**config.mk**
```make
export PLATFORM = sky130hd
export DESIGN_NAME = bcd_clock_register_file_unit
export DESIGN_NICKNAME = d
export VERILOG_FILES = /design/src/rtl/core/bcdclk_pkg.sv /design/src/rtl/core/bcdclk_time_digits.sv /design/src/rtl/core/bcdclk_rsp_reg.sv /design/src/rtl/core/bcd_clock_register_file_unit.sv
export SDC_FILE = /design/constraint.sdc
export NUM_CORES = 1
export LEC_CHECK = 0
export BUFFER_PORTS_ARGS = -buffer_cell sky130_fd_sc_hd__buf_2
export CAP_MARGIN = 5
export CORE_MARGIN = 5
export CORE_UTILIZATION = 60
export CTS_CLUSTER_DIAMETER = 30
export DETAILED_ROUTE_END_ITERATION = 12
export PLACE_DENSITY = 0.78
export RECOVER_POWER = 50
export SLEW_MARGIN = 20
export SYNTH_ARGS = -nofsm -noshare
export SYNTH_HDL_FRONTEND = slang
export SYNTH_SLANG_ARGS = --single-unit
export TNS_END_PERCENT = 5
```
**constraint.sdc**
```tcl
create_clock -name clock -period 20.4 [get_ports clock]
set_input_delay 4.08 -clock clock [delete_from_list [all_inputs] [get_ports clock]]
set_output_delay 4.08 -clock clock [all_outputs]
set_load 0.005 [all_outputs]
```
**src/rtl/core/bcdclk_pkg.sv**
```systemverilog
`timescale 1ns / 1ps
package bcdclk_pkg;

   localparam int BCDCLK_RAM_WORDS = 13;

   localparam int REQ_DATA_W = 56;
   localparam int RSP_DATA_W = 8;

   typedef enum logic {
      KIND_READ  = 1'b0,
      KIND_WRITE = 1'b1
   } kind_type;

   typedef enum logic [1:0] {
      MODE_TIME = 2'd0,
      MODE_SEL  = 2'd1,
      MODE_LOW  = 2'd2,
      MODE_HIGH = 2'd3
   } bank_mode_type;

   localparam logic [2:0] SIZE_BYTE = 3'd1;
   localparam logic [2:0] SIZE_HALF = 3'd2;
   localparam logic [1:0] LANE_BYTE = 2'd3;
   localparam logic [1:0] LANE_HALF = 2'd2;

   localparam logic [3:0] REG_SEC_UNITS  = 4'd0;
   localparam logic [3:0] REG_SEC_TENS   = 4'd1;
   localparam logic [3:0] REG_MIN_UNITS  = 4'd2;
   localparam logic [3:0] REG_MIN_TENS   = 4'd3;
   localparam logic [3:0] REG_HR_UNITS   = 4'd4;
   localparam logic [3:0] REG_HR_TENS    = 4'd5;
   localparam logic [3:0] REG_WEEKDAY    = 4'd6;
   localparam logic [3:0] REG_DAY_UNITS  = 4'd7;
   localparam logic [3:0] REG_DAY_TENS   = 4'd8;
   localparam logic [3:0] REG_MON_UNITS  = 4'd9;
   localparam logic [3:0] REG_MON_TENS   = 4'd10;
   localparam logic [3:0] REG_YEAR_UNITS = 4'd11;
   localparam logic [3:0] REG_YEAR_TENS  = 4'd12;
   localparam logic [3:0] REG_HOUR_SEL   = 4'd10;
   localparam logic [3:0] REG_MODE       = 4'd13;

   localparam logic [3:0] TIMER_BIT = 4'h8;

   typedef struct packed {
      logic [7:0] year;
      logic [3:0] month;
      logic [4:0] monthday;
      logic [2:0] weekday;
      logic [4:0] hours;
      logic [5:0] minutes;
      logic [5:0] seconds;
   } time_type;

   // x / 10 for x < 256 by reciprocal multiply
   function automatic logic [4:0] tens_of(input logic [7:0] x);
      logic [18:0] p;
      begin
         p = 19'(x) * 19'd205;
         return p[15:11];
      end
   endfunction

   function automatic logic [3:0] units_of(input logic [7:0] x);
      logic [7:0] q10;
      begin
         q10 = 8'(tens_of(x)) * 8'd10;
         return 4'(x - q10);
      end
   endfunction

endpackage

```
**src/rtl/core/bcdclk_time_digits.sv**
```systemverilog
`timescale 1ns / 1ps
module bcdclk_time_digits
   import bcdclk_pkg::*;
(
   input  time_type   now,
   input  logic [3:0] reg_idx,
   input  logic       hour_24,
   output logic [3:0] digit
);

   logic [4:0] twelve;
   logic       pm;
   logic [7:0] hr8;
   logic [7:0] tw8;
   logic [7:0] mon8;

   always_comb begin
      pm   = (now.hours >= 5'd12);
      if (now.hours == 5'd0) begin
         twelve = 5'd12;
      end else if (now.hours > 5'd12) begin
         twelve = now.hours - 5'd12;
      end else begin
         twelve = now.hours;
      end
      hr8  = 8'(now.hours);
      tw8  = 8'(twelve);
      mon8 = 8'(now.month) + 8'd1;

      case (reg_idx)
         REG_SEC_UNITS:  digit = units_of(8'(now.seconds));
         REG_SEC_TENS:   digit = 4'(tens_of(8'(now.seconds)));
         REG_MIN_UNITS:  digit = units_of(8'(now.minutes));
         REG_MIN_TENS:   digit = 4'(tens_of(8'(now.minutes)));
         REG_HR_UNITS:   digit = hour_24 ? units_of(hr8) : units_of(tw8);
         REG_HR_TENS:    digit = hour_24 ? 4'(tens_of(hr8))
                                         : (4'(tens_of(tw8)) | {2'b00, pm, 1'b0});
         REG_WEEKDAY:    digit = 4'(now.weekday);
         REG_DAY_UNITS:  digit = units_of(8'(now.monthday));
         REG_DAY_TENS:   digit = 4'(tens_of(8'(now.monthday)));
         REG_MON_UNITS:  digit = units_of(mon8);
         REG_MON_TENS:   digit = 4'(tens_of(mon8));
         REG_YEAR_UNITS: digit = units_of(now.year);
         REG_YEAR_TENS:  digit = units_of(8'(tens_of(now.year)));
         default:        digit = 4'd0;
      endcase
   end

endmodule

```
**src/rtl/core/bcdclk_rsp_reg.sv**
```systemverilog
`timescale 1ns / 1ps
module bcdclk_rsp_reg
   import bcdclk_pkg::*;
(
   input  logic                  clock,
   input  logic                  reset,
   input  logic                  load,
   input  logic [3:0]            load_data,
   output logic                  can_load,
   output logic                  rsp_tvalid,
   input  logic                  rsp_tready,
   output logic [RSP_DATA_W-1:0] rsp_tdata
);

   logic       valid_ff;
   logic       valid_in;
   logic [3:0] data_ff;

   // slot frees up in the same cycle the sink takes the beat
   assign can_load = !valid_ff || rsp_tready;

   always_comb begin
      valid_in = valid_ff;
      if (load) begin
         valid_in = 1'b1;
      end else if (rsp_tready) begin
         valid_in = 1'b0;
      end
   end

   always_ff @(posedge clock) begin
      if (reset) begin
         valid_ff <= 1'b0;
      end else begin
         valid_ff <= valid_in;
      end
   end

   always_ff @(posedge clock) begin
      if (load) begin
         data_ff <= load_data;
      end
   end

   assign rsp_tvalid = valid_ff;
   assign rsp_tdata  = {{(RSP_DATA_W-4){1'b0}}, data_ff};

endmodule

```
**src/rtl/core/bcd_clock_register_file_unit.sv**
```systemverilog
`timescale 1ns / 1ps
// channel | dir | beat fields
// req_*   | in  | tuser: kind; tdata: offset, size, wdata, time fields
// rsp_*   | out | tdata: read_data (one beat per read, none per write)
//
// One access per cycle sustained while no read waits on the result register; a read
// answers through the input register, then the result register.
// Reset clears bank mode, selects 24-hour form and zeroes the nibble RAM.
// A read held in the input register waits while the result register is full
// and not taken; then req_tready drops. Writes never wait on the result side.
module bcd_clock_register_file_unit
   import bcdclk_pkg::*;
#(
   parameter int RAM_WORDS = BCDCLK_RAM_WORDS
) (
   input  logic                  clock,
   input  logic                  reset,
   input  logic                  req_tvalid,
   output logic                  req_tready,
   // [0] kind
   input  logic [0:0]            req_tuser,
   // [5:0] bus_offset, [8:6] access_size, [16:9] write_data, [22:17] now_seconds,
   // [28:23] now_minutes, [33:29] now_hours, [36:34] now_weekday,
   // [41:37] now_monthday, [45:42] now_month, [53:46] now_year, [55:54] zero
   input  logic [REQ_DATA_W-1:0] req_tdata,
   output logic                  rsp_tvalid,
   input  logic                  rsp_tready,
   // [3:0] read_data, [7:4] zero
   output logic [RSP_DATA_W-1:0] rsp_tdata
);

   localparam int RamAw = $clog2(RAM_WORDS);

   logic          s1_valid_ff;
   kind_type      s1_kind_ff;
   logic [5:0]    s1_offset_ff;
   logic [2:0]    s1_size_ff;
   logic [7:0]    s1_wdata_ff;
   time_type      s1_time_ff;

   bank_mode_type bank_mode_ff;
   logic          hour_24_ff;
   logic [7:0]    ram_ff [RAM_WORDS];

   logic          s1_go;
   logic          rsp_can_load;
   logic [3:0]    reg_idx;
   logic [1:0]    lane;
   logic          bad;
   logic          in_ram;
   logic [RamAw-1:0] ram_idx;
   logic [7:0]    ram_word;
   logic [3:0]    time_digit;
   logic [3:0]    read_nibble;
   logic          do_write;

   assign s1_go      = s1_valid_ff && ((s1_kind_ff == KIND_WRITE) || rsp_can_load);
   assign req_tready = !s1_valid_ff || s1_go;

   always_ff @(posedge clock) begin
      if (reset) begin
         s1_valid_ff <= 1'b0;
      end else if (req_tready) begin
         s1_valid_ff <= req_tvalid;
      end
   end

   always_ff @(posedge clock) begin
      if (req_tready && req_tvalid) begin
         s1_kind_ff   <= kind_type'(req_tuser[0]);
         s1_offset_ff <= req_tdata[5:0];
         s1_size_ff   <= req_tdata[8:6];
         s1_wdata_ff  <= req_tdata[16:9];
         s1_time_ff   <= time_type'(req_tdata[53:17]);
      end
   end

   assign reg_idx  = s1_offset_ff[5:2];
   assign lane     = s1_offset_ff[1:0];
   assign bad      = ((s1_size_ff == SIZE_BYTE) && (lane != LANE_BYTE)) ||
                     ((s1_size_ff == SIZE_HALF) && (lane != LANE_HALF));
   assign in_ram   = (32'(reg_idx) < RAM_WORDS);
   assign ram_idx  = reg_idx[RamAw-1:0];
   assign ram_word = in_ram ? ram_ff[ram_idx] : 8'h00;
   assign do_write = s1_go && (s1_kind_ff == KIND_WRITE) && !bad;

   bcdclk_time_digits u_digits (
      .now     (s1_time_ff),
      .reg_idx (reg_idx),
      .hour_24 (hour_24_ff),
      .digit   (time_digit)
   );

   always_comb begin
      read_nibble = 4'd0;
      if (!bad) begin
         if (reg_idx == REG_MODE) begin
            read_nibble = TIMER_BIT | {2'b00, bank_mode_ff};
         end else if (reg_idx < REG_MODE) begin
            case (bank_mode_ff)
               MODE_TIME: read_nibble = time_digit;
               MODE_SEL:  read_nibble = (reg_idx == REG_HOUR_SEL) ? {3'b000, hour_24_ff}
                                                                  : 4'd0;
               MODE_LOW:  read_nibble = ram_word[3:0];
               MODE_HIGH: read_nibble = ram_word[7:4];
               default:   read_nibble = 4'd0;
            endcase
         end
      end
   end

   always_ff @(posedge clock) begin
      if (reset) begin
         bank_mode_ff <= MODE_TIME;
         hour_24_ff   <= 1'b1;
         for (int i = 0; i < RAM_WORDS; i++) begin
            ram_ff[i] <= 8'h00;
         end
      end else if (do_write) begin
         if (reg_idx == REG_MODE) begin
            bank_mode_ff <= bank_mode_type'(s1_wdata_ff[1:0]);
         end else if (reg_idx < REG_MODE) begin
            if (bank_mode_ff == MODE_SEL) begin
               if (reg_idx == REG_HOUR_SEL) begin
                  hour_24_ff <= s1_wdata_ff[0];
               end
            end else if (bank_mode_ff == MODE_LOW && in_ram) begin
               ram_ff[ram_idx] <= {ram_ff[ram_idx][7:4], s1_wdata_ff[3:0]};
            end else if (bank_mode_ff == MODE_HIGH && in_ram) begin
               ram_ff[ram_idx] <= {s1_wdata_ff[3:0], ram_ff[ram_idx][3:0]};
            end
         end
      end
   end

   bcdclk_rsp_reg u_rsp (
      .clock      (clock),
      .reset      (reset),
      .load       (s1_go && (s1_kind_ff == KIND_READ)),
      .load_data  (read_nibble),
      .can_load   (rsp_can_load),
      .rsp_tvalid (rsp_tvalid),
      .rsp_tready (rsp_tready),
      .rsp_tdata  (rsp_tdata)
   );

endmodule

```
# After elaboration in Yosys (flattened, before gate mapping)
# Memory sizes are Yosys's and may differ from the RTL's. A register that Yosys moved wholly into a read port is not among the register bits.
# Index checks and enable logic that the tools add are counted.
# word_totals
inputBits	61
output_inout_bits	10
memories	1
ram_bits	104
ff_bits	60
# memory_table
memory	depth	width	rd	rd_clocked_by_memory_dff	wr	line	source
ram_ff	13	8	1	1	13	bcd_clock_register_file_unit.sv:43	logic [7:0] ram_ff [RAM_WORDS];
# op_classes
muxes	34
magnitude_cmp	4
eq_ne	20
n_bitwise	5
addsub	10
n_reduce_logical	24
n_mul	16
# op_table
cell	count
$mul A5 B8 Y13 const B	5
$pmux W4 S13	1
$sub A4 B4 Y4	8
$mul A6 B8 Y14 const B	2
$eq A4 B4 Y1 const B	6
$mux W4	6
$mux W8	3
$mux W1	21
$eq A4 B3 Y1 const B	4
$mul A8 B8 Y16 const B	1
$pmux W4 S4	1
$mul A2 B3 Y3 const B	4
$mul A5 B3 Y3 const B	2
$mux W5	2
$logic_and A1 B1 Y1	9
$eq A4 B2 Y1 const B	2
$lt A4 B4 Y1 const B	2
$reduce_or A8 Y1	1
$mul A3 B3 Y3 const B	2
$add A4 B1 Y5 const B	1
$ge A5 B4 Y1 const B	1
$gt A5 B4 Y1 const B	1
$logic_not A5 Y1	1
$reduce_and A5 Y1	1
other kinds (17)	26

# Depth between registers and ports, before layout
# Gate-level depths: netlist (run 1).
# depth
word_depth	13
depth_mapped	36
ltp_nobuf	36

# Modules after synthesis
# From an unflattened synthesis (run 1), not the netlist that was laid out.
# hier_totals
hier_cells	1205
hier_area_um2	13983.4
# by_module_without_submodules
mod	area_each_um2	n_inst	seq_area_each_um2	cells_per_inst
bcd_clock_register_file_unit	7752.4	1	5535.3	506
bcdclk_time_digits	6030.8	1	0.0	686
bcdclk_rsp_reg	200.2	1	140.1	13

# Least setup slack after synthesis (run 1)
# No wires, ideal clock.
# synth_timing
path_type	input-to-output
from	in rsp_tready
to	out req_tready
stages	2
t_required_ns	16.320
setup_slack_ns	11.786
n_path_buf	0
arrival_time_ns	4.534
path_cell_list	nand2b_1 or2_2
# synth_between
elab_chain_len	4
# synth_rtl
item	line	source
start: declaration	bcd_clock_register_file_unit.sv:27	input logic rsp_tready,
$logic_or A1 B1 Y1	bcdclk_rsp_reg.sv:20	assign can_load = !valid_ff || rsp_tready;
$logic_or A1 B1 Y1	bcd_clock_register_file_unit.sv:57	assign s1_go = s1_valid_ff && ((s1_kind_ff == KIND_WRITE) || rsp_can_load);
$logic_and A1 B1 Y1	bcd_clock_register_file_unit.sv:57	
$logic_or A1 B1 Y1	bcd_clock_register_file_unit.sv:58	assign req_tready = !s1_valid_ff || s1_go;
end: declaration	bcd_clock_register_file_unit.sv:19	output logic req_tready,
# Every way passes these cells.

# Worst setup path after layout (run 1)
# Ends and elaborated chain as after synthesis.

==> out/qor.txt, run 1 <==
number of diodes added for antenna fixing - 0
total number of vias - 8,660
simple-gate area share of the yosys netlist - 0.09499
Std-Cell Rows - 55
most common flop cell mapped by yosys - edfxtp_1
final antenna-violating net count - 0
total area of multi-input combinational cells - 7303 µm²
H-tree levels - 4
Synth Area in Adders - 0.2549
complex-gate fraction of the synthesized area - 0.06253
count of final hold-check violations - 0
run status - finished with violations
met2 routing resource usage after global routing - 0.3509
wire length of the first global-routing pass - 44.57 mm
Chip Width - 160.6 µm
share of synthesized area occupied by flip-flops and latches - 0.4171
hpwl dp - 20.44 mm
final number of max-transition violations - 67
Arr. time, crit path - 4.79 ns
synth unique cells - 70
Internal Power - 0.8704 mW
largest vdd supply drop - 0.00007538 V
Num CTS Buffers - 17
die area - 25,790 µm²
cell type with the highest aggregate area in the netlist - edfxtp_1
power share of the combinational group - 0.395
grt met1 use - 0.3045
Max-slew headroom - -0.8766
maximum number of pins on one net before global-route repair - 52
initial cell density of the core - 0.6047
shortest period the worst path allows - 8.865 ns
DRC marker count from the first detailed-route iteration - 574
global-route usage over all layers - 0.2137
clock tree from TritonCTS - built
fraction of final layout cells with drive strength greater than 1 - 0.1261
clock insertion delay at the later pin of the skew report - 0.43 ns
transition time of the tightest slew-check pin - 2.815 ns
clock root buffer - clkbuf_16
final worst-path cycle share - 0.4346
clock sink total - 192
fraction of synthesized area in multiplexers - 0.07724
post-CTS setup buffer count - 0
category of the most critical setup path - input port to primary output
cell count after synthesis - 1,146
drt first pass iters - 5
largest fanout on the critical path - 3
register area - 5678 µm²
Fin Hold WS - 0.5189 ns
core box area - 22,500 µm²
most instantiated cells after synthesis - 218 x ha_1, 183 x edfxtp_1, 144 x inv_1, 122 x nor2_1, 50 x nand2_1
Seq cells post-synth - 192
Cell Area, Synth - 13,610 µm²
aggregate routed wire length - 26.20 mm
EDFF count, synth - 183
data required time at the worst endpoint - 16.32 ns
Die Y-Extent - 160.6 µm
buffers added on ports - 60
average vias per placed instance - 5.720
CTS max path bufs - 2
Worst setup EP type - primary output
setup-violating endpoint count in the final report - 0
# IOs - 71
power density over the cells - 90.80 nW/µm²
global routing usage on met3 - 0.03746
most common cell in the synthesized netlist - ha_1
total leakage power - 6.714 nW
total of fill cells in the finished design - 1,620
drc violations - 0
Worst setup SP type - input port
core occupancy in the finished layout - 0.6602
Syn. warnings - 0
largest family of logic cells by synthesized area - adder cells
antenna violations before repair - 0
maximum operating frequency - 112.8 MHz
net switching power of the design - 0.4787 mW
synthesis-to-finish area growth - 9.186%
vias in the first global route - 9,127
xor and xnor fraction of the mapped netlist area - 0.03770
Async SR Flop Fraction - 0
gpl congestion - 0.8976
Setup Total Neg Slack - 0 ns
Clk network pwr share - 0.257
synthesized area per cell - 11.87 µm²
global-route layer with the greatest usage - met2
total global routing overflow - 0
violated checks - max-capacitance violations, max-slew violations
post-cts repair resize count - 0
class of the tightest hold or removal check - flip-flop to flip-flop
Wirelength per Cell - 17.31 µm
most area-consuming cells after synthesis - edfxtp_1 40%, ha_1 20%, mux4_2 6.6%
hold-fix buffer count after cts - 0
RSZ-0062 raised after global routing - no
nets@finish - 1,532
Layout Skew - 0.01394 ns
number of max-cap violations - 2
part of the power in registers - 0.348
proportion of netlist area held by the largest area contributor - 0.4039
sw frac - 0.3548
clock transition at the register clock pins on the worst setup and hold paths after CTS - 0.07 ns
worst max-delay path, cell delays in order:
cell	delay [ns]
buf_2	0.09
nand2b_1	0.16
or2_2	0.32
buf_2	0.13
area by class of cell:
| class | count | share of cell area |
|---|---|---|
| Inverter | 149 | 0.03765 |
| Clock buffer | 17 | 0.02863 |
| Sequential cell | 192 | 0.3822 |
| Timing Repair Buffer | 65 | 0.02164 |
| Multi-Input combinational cell | 791 | 0.4916 |
| Clock inverter | 15 | 0.01432 |
| Tap cell | 285 | 0.02400 |
power by group through the flow:
stage	combinational [mW]	clock, mW	sequential, mW
floorplan	0.416	0	0.468
global placement	0.512	0	0.477
detailed placement	0.530	0	0.478
CTS	0.539	0.351	0.469
global route	0.621	0.371	0.472
finish	0.533	0.346	0.470
per-stage QoR:
stage	std cells	cell area [µm²]	power, mW	setup slack (ns)
CTS	1514	14860	1.360	11.53
global placement	1482	14220	0.9889	11.55
finish	1514	14860	1.349	11.53
detailed placement	1482	14220	1.009	11.53
floorplan	1173	13710	0.8837	11.79
global route	1514	14860	1.464	11.21
cells by family after synthesis:
| family | count (synthesis) |
|---|---|
| simple gates | 278 |
| fa+ha+maj | 255 |
| flops | 192 |
| buf+inv | 190 |
| compound gates | 118 |
| xor+xnor | 57 |
| mux | 55 |
| other cells | 1 |
flip-flops by register name, summed over array words and instances (netlist names), named ones only:
| register | count |
|---|---|
| bank_mode_ff | 2 |
| hour_24_ff | 1 |
| ram_ff | 128 |
| s1_kind_ff | 1 |
| s1_offset_ff | 6 |
| s1_size_ff | 3 |
| s1_time_ff | 37 |
| s1_valid_ff | 1 |
| s1_wdata_ff | 4 |
| u_rsp.data_ff | 4 |
| u_rsp.rsp_tvalid | 1 |
path summary, 6_finish.rpt:
check / startpoint / endpoint / slack [ns] / depth (start not counted)
worst max-delay path: rsp_tready / req_tready / 11.53 / 4
worst min-delay path: u_rsp.rsp_tvalid / u_rsp.rsp_tvalid / 0.52 / 2
worst max register to register: s1_time_ff[31] / u_rsp.data_ff[2] / 11.84 / 33
worst min register to register: u_rsp.rsp_tvalid / u_rsp.rsp_tvalid / 0.52 / 2
layer usage:
metal / vias up / wire length, µm
met5: - / 0
met4: 0 / 289
met3: 27 / 1469
met2: 254 / 12440
met1: 4179 / 12010
li1: 4200 / -
cells in the final DEF (no fill, tap or decap), types with 7 or more instances in the layout:
cell type and instances:
nand3_1 19, nor2_1 122, xnor2_1 38, nand2_1 50, edfxtp_1 183, o21ai_0 17
buf_2 50, conb_1 28, nand2b_1 25, ha_1 218, clkbuf_16 17, a21o_1 11
clkbuf_1 11, fa_1 37, or2_2 10, mux4_2 40, a31oi_1 8, a21oi_1 21
inv_1 144, nor2b_1 7, xor2_1 18, mux2i_1 9, dfxtp_1 7, nor3_1 13
Note: power is estimated with default switching activity, not from simulation.
==> run 2, diff against run 1 <==
--- a/config.mk
+++ b/config.mk
@@ -5,6 +5,7 @@
 export SDC_FILE = /design/constraint.sdc
 export NUM_CORES = 1
 export LEC_CHECK = 0
+export ABC_AREA = 1
 export BUFFER_PORTS_ARGS = -buffer_cell sky130_fd_sc_hd__buf_2
 export CAP_MARGIN = 5
 export CORE_MARGIN = 5
==> constraint.sdc (replaced) <==
create_clock -name clock -period 8.2 [get_ports clock]
set_input_delay 1.64 -clock clock [delete_from_list [all_inputs] [get_ports clock]]
set_output_delay 1.64 -clock clock [all_outputs]
set_load 0.005 [all_outputs]
==> run 2 against run 1 <==
Effect of this change: the flow still finishes with violations (max-capacitance violations, max-slew violations); die area rose by 3.8%; critical path depth is 36 higher; combinational power rose to 2.7 times the previous value; synthesized cell count is 30% higher; synthesized area is 4.0% higher; sequential share of layout area down 1.4 points; largest cell class unchanged.
==> out/qor.txt, run 2 <==
most common flop cell mapped by yosys - edfxtp_1
vias in the first global route - 10,350
Seq cells post-synth - 192
most flop-heavy register - ram_ff
post-cts repair resize count - 0
registers with the most flip-flops - ram_ff (128), s1_time_ff (37), s1_offset_ff (6)
cell type with the highest aggregate area in the netlist - edfxtp_1
maximum number of pins on one net before global-route repair - 88
RSZ-0062 raised after global routing - no
met2 wire len - 14.76 mm
average vias per placed instance - 5.507
total design power - 3.472 mW
Syn. warnings - 0
cell with the largest stage delay on the worst path - fa_1
Final WS setup - 0.6853 ns
core box area - 23,330 µm²
category of the most critical setup path - flip-flop to flip-flop
# placed instances - 1,862
setup-violating endpoint count in the final report - 0
class of the tightest hold or removal check - flip-flop to flip-flop
final antenna-violating net count - 0
total global routing overflow - 0
clock transition at the register clock pins on the worst setup and hold paths after CTS - 0.08 ns
Die Y-Extent - 163.6 µm
hold-fix buffer count after cts - 0
synth unique cells - 46
final number of max-transition violations - 65
total leakage power - 7.455 nW
shortest period the worst path allows - 7.515 ns
fraction of final layout cells with drive strength greater than 1 - 0.07302
Critical Path Max Stage Delay - 0.53 ns
gpl congestion - 0.9425
routed metal-1 wire length - 12.48 mm
most common cell in the synthesized netlist - inv_1
Wirelength per Cell - 15.97 µm
maximum operating frequency - 133.1 MHz
number of diodes added for antenna fixing - 0
EDFF count, synth - 183
Num CTS Buffers - 17
clock insertion delay at the later pin of the skew report - 0.45 ns
share of synthesized area occupied by flip-flops and latches - 0.4009
drt first pass iters - 5
power density over the cells - 225.2 nW/µm²
H-tree levels - 4
synthesis-to-finish area growth - 8.918%
hpwl dp - 22.73 mm
largest vdd supply drop - 0.0001541 V
largest fanout on the critical path - 6
Async SR Flop Fraction - 0
total number of vias - 10,430
wire length of the first global-routing pass - 49.76 mm
most instantiated cells after synthesis - 264 x inv_1, 218 x ha_1, 196 x nand2_1, 183 x edfxtp_1, 166 x nor2_1
most area-consuming cells after synthesis - edfxtp_1 39%, ha_1 19%, inv_1 7.0%
clock tree from TritonCTS - built
global-route usage over all layers - 0.2354
Std-Cell Rows - 56
antenna violations before repair - 0
count of final hold-check violations - 0
final worst-path cycle share - 0.9164
max reg flops - 128
drc violations - 0
Non-Filler Instances - 1,894
data required time at the worst endpoint - 8.41 ns
cell count after synthesis - 1,491
synthesized area per cell - 9.494 µm²
number of max-cap violations - 2
transition time of the tightest slew-check pin - 2.565 ns
clock root buffer - clkbuf_16
Worst setup EP type - flip-flop
Setup Total Neg Slack - 0 ns
commonest cells after routing, fill and taps aside - 264 x inv_1, 218 x ha_1, 196 x nand2_1
Arr. time, crit path - 7.72 ns
CTS max path bufs - 2
clock sink total - 192
initial cell density of the core - 0.6067
run status - finished with violations
post-CTS setup buffer count - 0
nets@finish - 1,878
metal3 WL - 2.311 mm
Layout Skew - 0.01657 ns
pre-CTS worst setup slack - 0.7978 ns
buffers added on ports - 60
violated checks - max-capacitance violations, max-slew violations
most common library cell in the layout ignoring fill and taps - inv_1
Max-slew headroom - -0.7101
die area - 26,770 µm²
uppermost metal layer occupied by signal nets - met4
DRC marker count from the first detailed-route iteration - 827
Chip Width - 163.6 µm
proportion of netlist area held by the largest area contributor - 0.3882
Worst setup SP type - flip-flop
Cell Area, Synth - 14,160 µm²
aggregate routed wire length - 30.24 mm
# IOs - 71
==> run 2: cell types whose count changed after synthesis, sizes merged, moves of 17 or more <==
| cell | change |
|---|---|
| mux2i | +17 |
| xnor2 | -28 |
| inv | +119 |
| nand2b | -25 |
| nand3 | +47 |
| a21oi | +46 |
| nor2 | +43 |
| nand2 | +150 |
| o21ai | +46 |
| o211ai | +32 |
| mux4 | -40 |
==> run 2: logic make-up after synthesis <==
logic type                 count (synthesis)  share of synthesized area
AOI/OAI and AO/OA                        198                    0.08423
xor gates and xnor gates                  29                    0.01980
adders and majority gates                255                     0.2450
buffers and inverters                    308                    0.08494
DFF                                      192                     0.4009
muxes                                     32                    0.02263
other                                      1                  0.0002649
and+or+nand+nor                          476                     0.1422
==> run 2: final timing paths <==
path                      endpoint  slack [ns]              from  depth (start not counted)
hold / removal    u_rsp.rsp_tvalid        0.58  u_rsp.rsp_tvalid                          4
hold reg to reg   u_rsp.rsp_tvalid        0.58  u_rsp.rsp_tvalid                          4
setup reg to reg  u_rsp.data_ff[1]        0.69    s1_time_ff[30]                         40
setup / recovery  u_rsp.data_ff[1]        0.69    s1_time_ff[30]                         40
==> run 2: area by class of cell <==
type                       count  area [µm²]
clock buffer                  17       425.4
clock inverter                15       227.7
fill                        1792        7914
inverter                     268        1006
multi-input combinational   1018        7365
sequential                   192        5679
tap                          319       399.1
timing repair buffer          65       316.6
==> run 2: stage by stage <==
step           hold slack, ns  cell area [µm²]    util
5_1_grt                0.6094            15420  0.6608
3_3_place_gp           0.5483            14810  0.6347
3_5_place_dp           0.5546            14810  0.6347
6_report               0.5760            15420  0.6608
2_1_floorplan          0.5260            14260       -
4_1_cts                0.5665            15460  0.6627
==> run 2: critical path, delay by kind of cell, from the launching register on <==
kind / cells / cell delay, ns
xor gates and xnor gates: 2 / 0.42
adders and majority gates: 9 / 3.41
AOI/OAI and AO/OA: 6 / 0.92
DFF: 1 / 0.49
and+or+nand+nor: 16 / 1.66
buffers and inverters: 7 / 0.38
==> run 2: per-layer routing <==
layer	up-vias	GRT usage
li1	5116	-
met1	4850	0.3042
met2	413	0.4040
met3	51	0.03962
met4	0	0.07777
met5	-	0
==> run 2: where the power goes <==
part	switching (mW)	total (mW)	internal [mW]
registers	0.0298	1.15	1.12
logic	0.874	1.42	0.547
clock network	0.444	0.896	0.452
total	1.35	3.47	2.12
==> run 3, diff against run 2 <==
==> constraint.sdc (replaced) <==
create_clock -name clock -period 8.9 [get_ports clock]
set_input_delay 1.78 -clock clock [delete_from_list [all_inputs] [get_ports clock]]
set_output_delay 1.78 -clock clock [all_outputs]
set_load 0.005 [all_outputs]
==> run 3 against run 2 <==
Effect of this change: the run still ends with max-capacitance violations, max-slew violations left; sequential share of layout area is 0.10 points higher; via count is 0.16% lower; final area is 0.28% lower; cell count hardly changed; register-to-register slack better by 0.54 ns; largest cell class unchanged; largest power group unchanged.
==> out/qor.txt, run 3 (synthesis results as in run 2) <==
final antenna-violating net count - 0
average vias per placed instance - 5.501
Std-Cell Rows - 56
worst hold stages - 4
CTS max path bufs - 2
core box area - 23,330 µm²
largest fanout on the critical path - 6
clock transition at the register clock pins on the worst setup and hold paths after CTS - 0.08 ns
number of diodes added for antenna fixing - 0
wire length of the first global-routing pass - 50.77 mm
clock sink total - 192
Arr. time, crit path - 7.86 ns
count of final hold-check violations - 0
# IOs - 71
register area - 5679 µm²
most common library cell in the layout ignoring fill and taps - inv_1
registers with the most flip-flops - ram_ff (128), s1_time_ff (37), s1_offset_ff (6)
global-route layer with the greatest usage - met2
RR Startpoint - s1_time_ff[31]
Crit path top cell by count - nand2_1
maximum operating frequency - 130.3 MHz
most flop-heavy register - ram_ff
vias in the first global route - 10,540
post-cts repair resize count - 0
die area - 26,770 µm²
aggregate routed wire length - 30.29 mm
total number of vias - 10,410
total global routing overflow - 0
R2R Setup Slk - 1.23 ns
total area of multi-input combinational cells - 7365 µm²
Worst setup SP type - flip-flop
Wirelength per Cell - 16.00 µm
power density over the cells - 207.5 nW/µm²
transition time of the tightest slew-check pin - 2.549 ns
violated checks - max-capacitance violations, max-slew violations
category of the most critical setup path - flip-flop to flip-flop
Layout Skew - 0.01813 ns
final number of max-transition violations - 62
antenna violations before repair - 0
clock root buffer - clkbuf_16
largest vdd supply drop - 0.0001658 V
cell with the largest stage delay on the worst path - fa_1
hold-fix buffer count after cts - 0
Worst Hold Endpoint - u_rsp.rsp_tvalid
pre-CTS worst setup slack - 1.334 ns
max reg flops - 128
core occupancy in the finished layout - 0.6589
run status - finished with violations
Critical Path Max Stage Delay - 0.54 ns
drc violations - 0
DRC marker count from the first detailed-route iteration - 872
Max-slew headroom - -0.6995
drt first pass iters - 6
fraction of final layout cells with drive strength greater than 1 - 0.07243
shortest period the worst path allows - 7.674 ns
clock tree from TritonCTS - built
data required time at the worst endpoint - 9.09 ns
Chip Width - 163.6 µm
hpwl dp - 22.77 mm
class of the tightest hold or removal check - flip-flop to flip-flop
worst hold start - u_rsp.rsp_tvalid
global-route usage over all layers - 0.2387
gpl congestion - 0.9404
buffers added on ports - 60
commonest cells after routing, fill and taps aside - 264 x inv_1, 218 x ha_1, 196 x nand2_1
global routing usage on met3 - 0.03356
met2 routing resource usage after global routing - 0.4121
grt met1 use - 0.3146
H-tree levels - 4
synthesis-to-finish area growth - 8.608%
number of max-cap violations - 2
maximum number of pins on one net before global-route repair - 79
total of fill cells in the finished design - 1,766
RSZ-0062 raised after global routing - no
setup-violating endpoint count in the final report - 0
Die Y-Extent - 163.6 µm
Num CTS Buffers - 17
nets@finish - 1,877
path depth of the worst reg2reg path - 42
post-CTS setup buffer count - 0
total leakage power - 7.428 nW
clock insertion delay at the later pin of the skew report - 0.44 ns
initial cell density of the core - 0.6067
final worst-path cycle share - 0.8622
Final WS setup - 1.226 ns
destination of the worst register-to-register timing path - u_rsp.data_ff[1]
Setup Total Neg Slack - 0 ns
Worst setup EP type - flip-flop
## run 3: cell count changes in the layout (fill, tap and decap cells not counted)
cell and delta:
inv_12 -2, bufinv_16 -1, clkinv_4 +1, clkinvlp_4 +2, inv_8 +1, buf_4 -1, inv_6 -1
## run 3: worst max-delay path by stage
stage              startpoint                to
2_1_floorplan  s1_time_ff[31]  u_rsp.data_ff[1]
3_3_place_gp   s1_time_ff[31]  u_rsp.data_ff[1]
3_5_place_dp   s1_time_ff[31]  u_rsp.data_ff[1]
4_1_cts        s1_time_ff[31]  u_rsp.data_ff[1]
5_1_grt        s1_time_ff[31]  u_rsp.data_ff[1]
6_report       s1_time_ff[31]  u_rsp.data_ff[1]
## run 3: area by class of cell
cell class	instances	share of cell area
Tap cell	319	0.02596
Inverter	268	0.06543
Sequential cell	192	0.3694
Timing Repair Buffer	64	0.02010
Clock buffer	17	0.02767
Clock inverter	15	0.01245
Multi-Input combinational cell	1018	0.4790
## run 3: power breakdown
part | internal [mW] | leakage, nW | switching (mW)
Clock | 0.383 | 0.290 | 0.400
Combinational | 0.512 | 5.21 | 0.830
Sequential | 1.04 | 1.92 | 0.0287
## run 3: metal layers
| layer | vias up | share of wire |
|---|---|---|
| met5 | - | 0 |
| met4 | 0 | 0.023 |
| met3 | 54 | 0.067 |
| met2 | 374 | 0.49 |
| met1 | 4866 | 0.42 |
| li1 | 5119 | - |
## run 3: critical path: cells and delay by family (launching register included)
family	cells	cell delay [ns]
adder cells (fa/ha/maj)	9	3.42
AND/OR/NAND/NOR	17	1.72
AO/OA/AOI/OAI	6	0.93
flip-flops	1	0.51
buffers and inverters	8	0.43
XOR/XNOR	2	0.40
## run 3: through the flow
| step | power (mW) | cells | hold WS [ns] | instance area, µm² |
|---|---|---|---|---|
| floorplan | 2.076 | 1518 | 0.5260 | 14260 |
| global placement | 2.320 | 1861 | 0.5490 | 14800 |
| detailed placement | 2.389 | 1861 | 0.5516 | 14800 |
| CTS | 3.177 | 1893 | 0.5641 | 15420 |
| global route | 3.464 | 1893 | 0.6061 | 15370 |
| finish | 3.190 | 1893 | 0.5654 | 15370 |
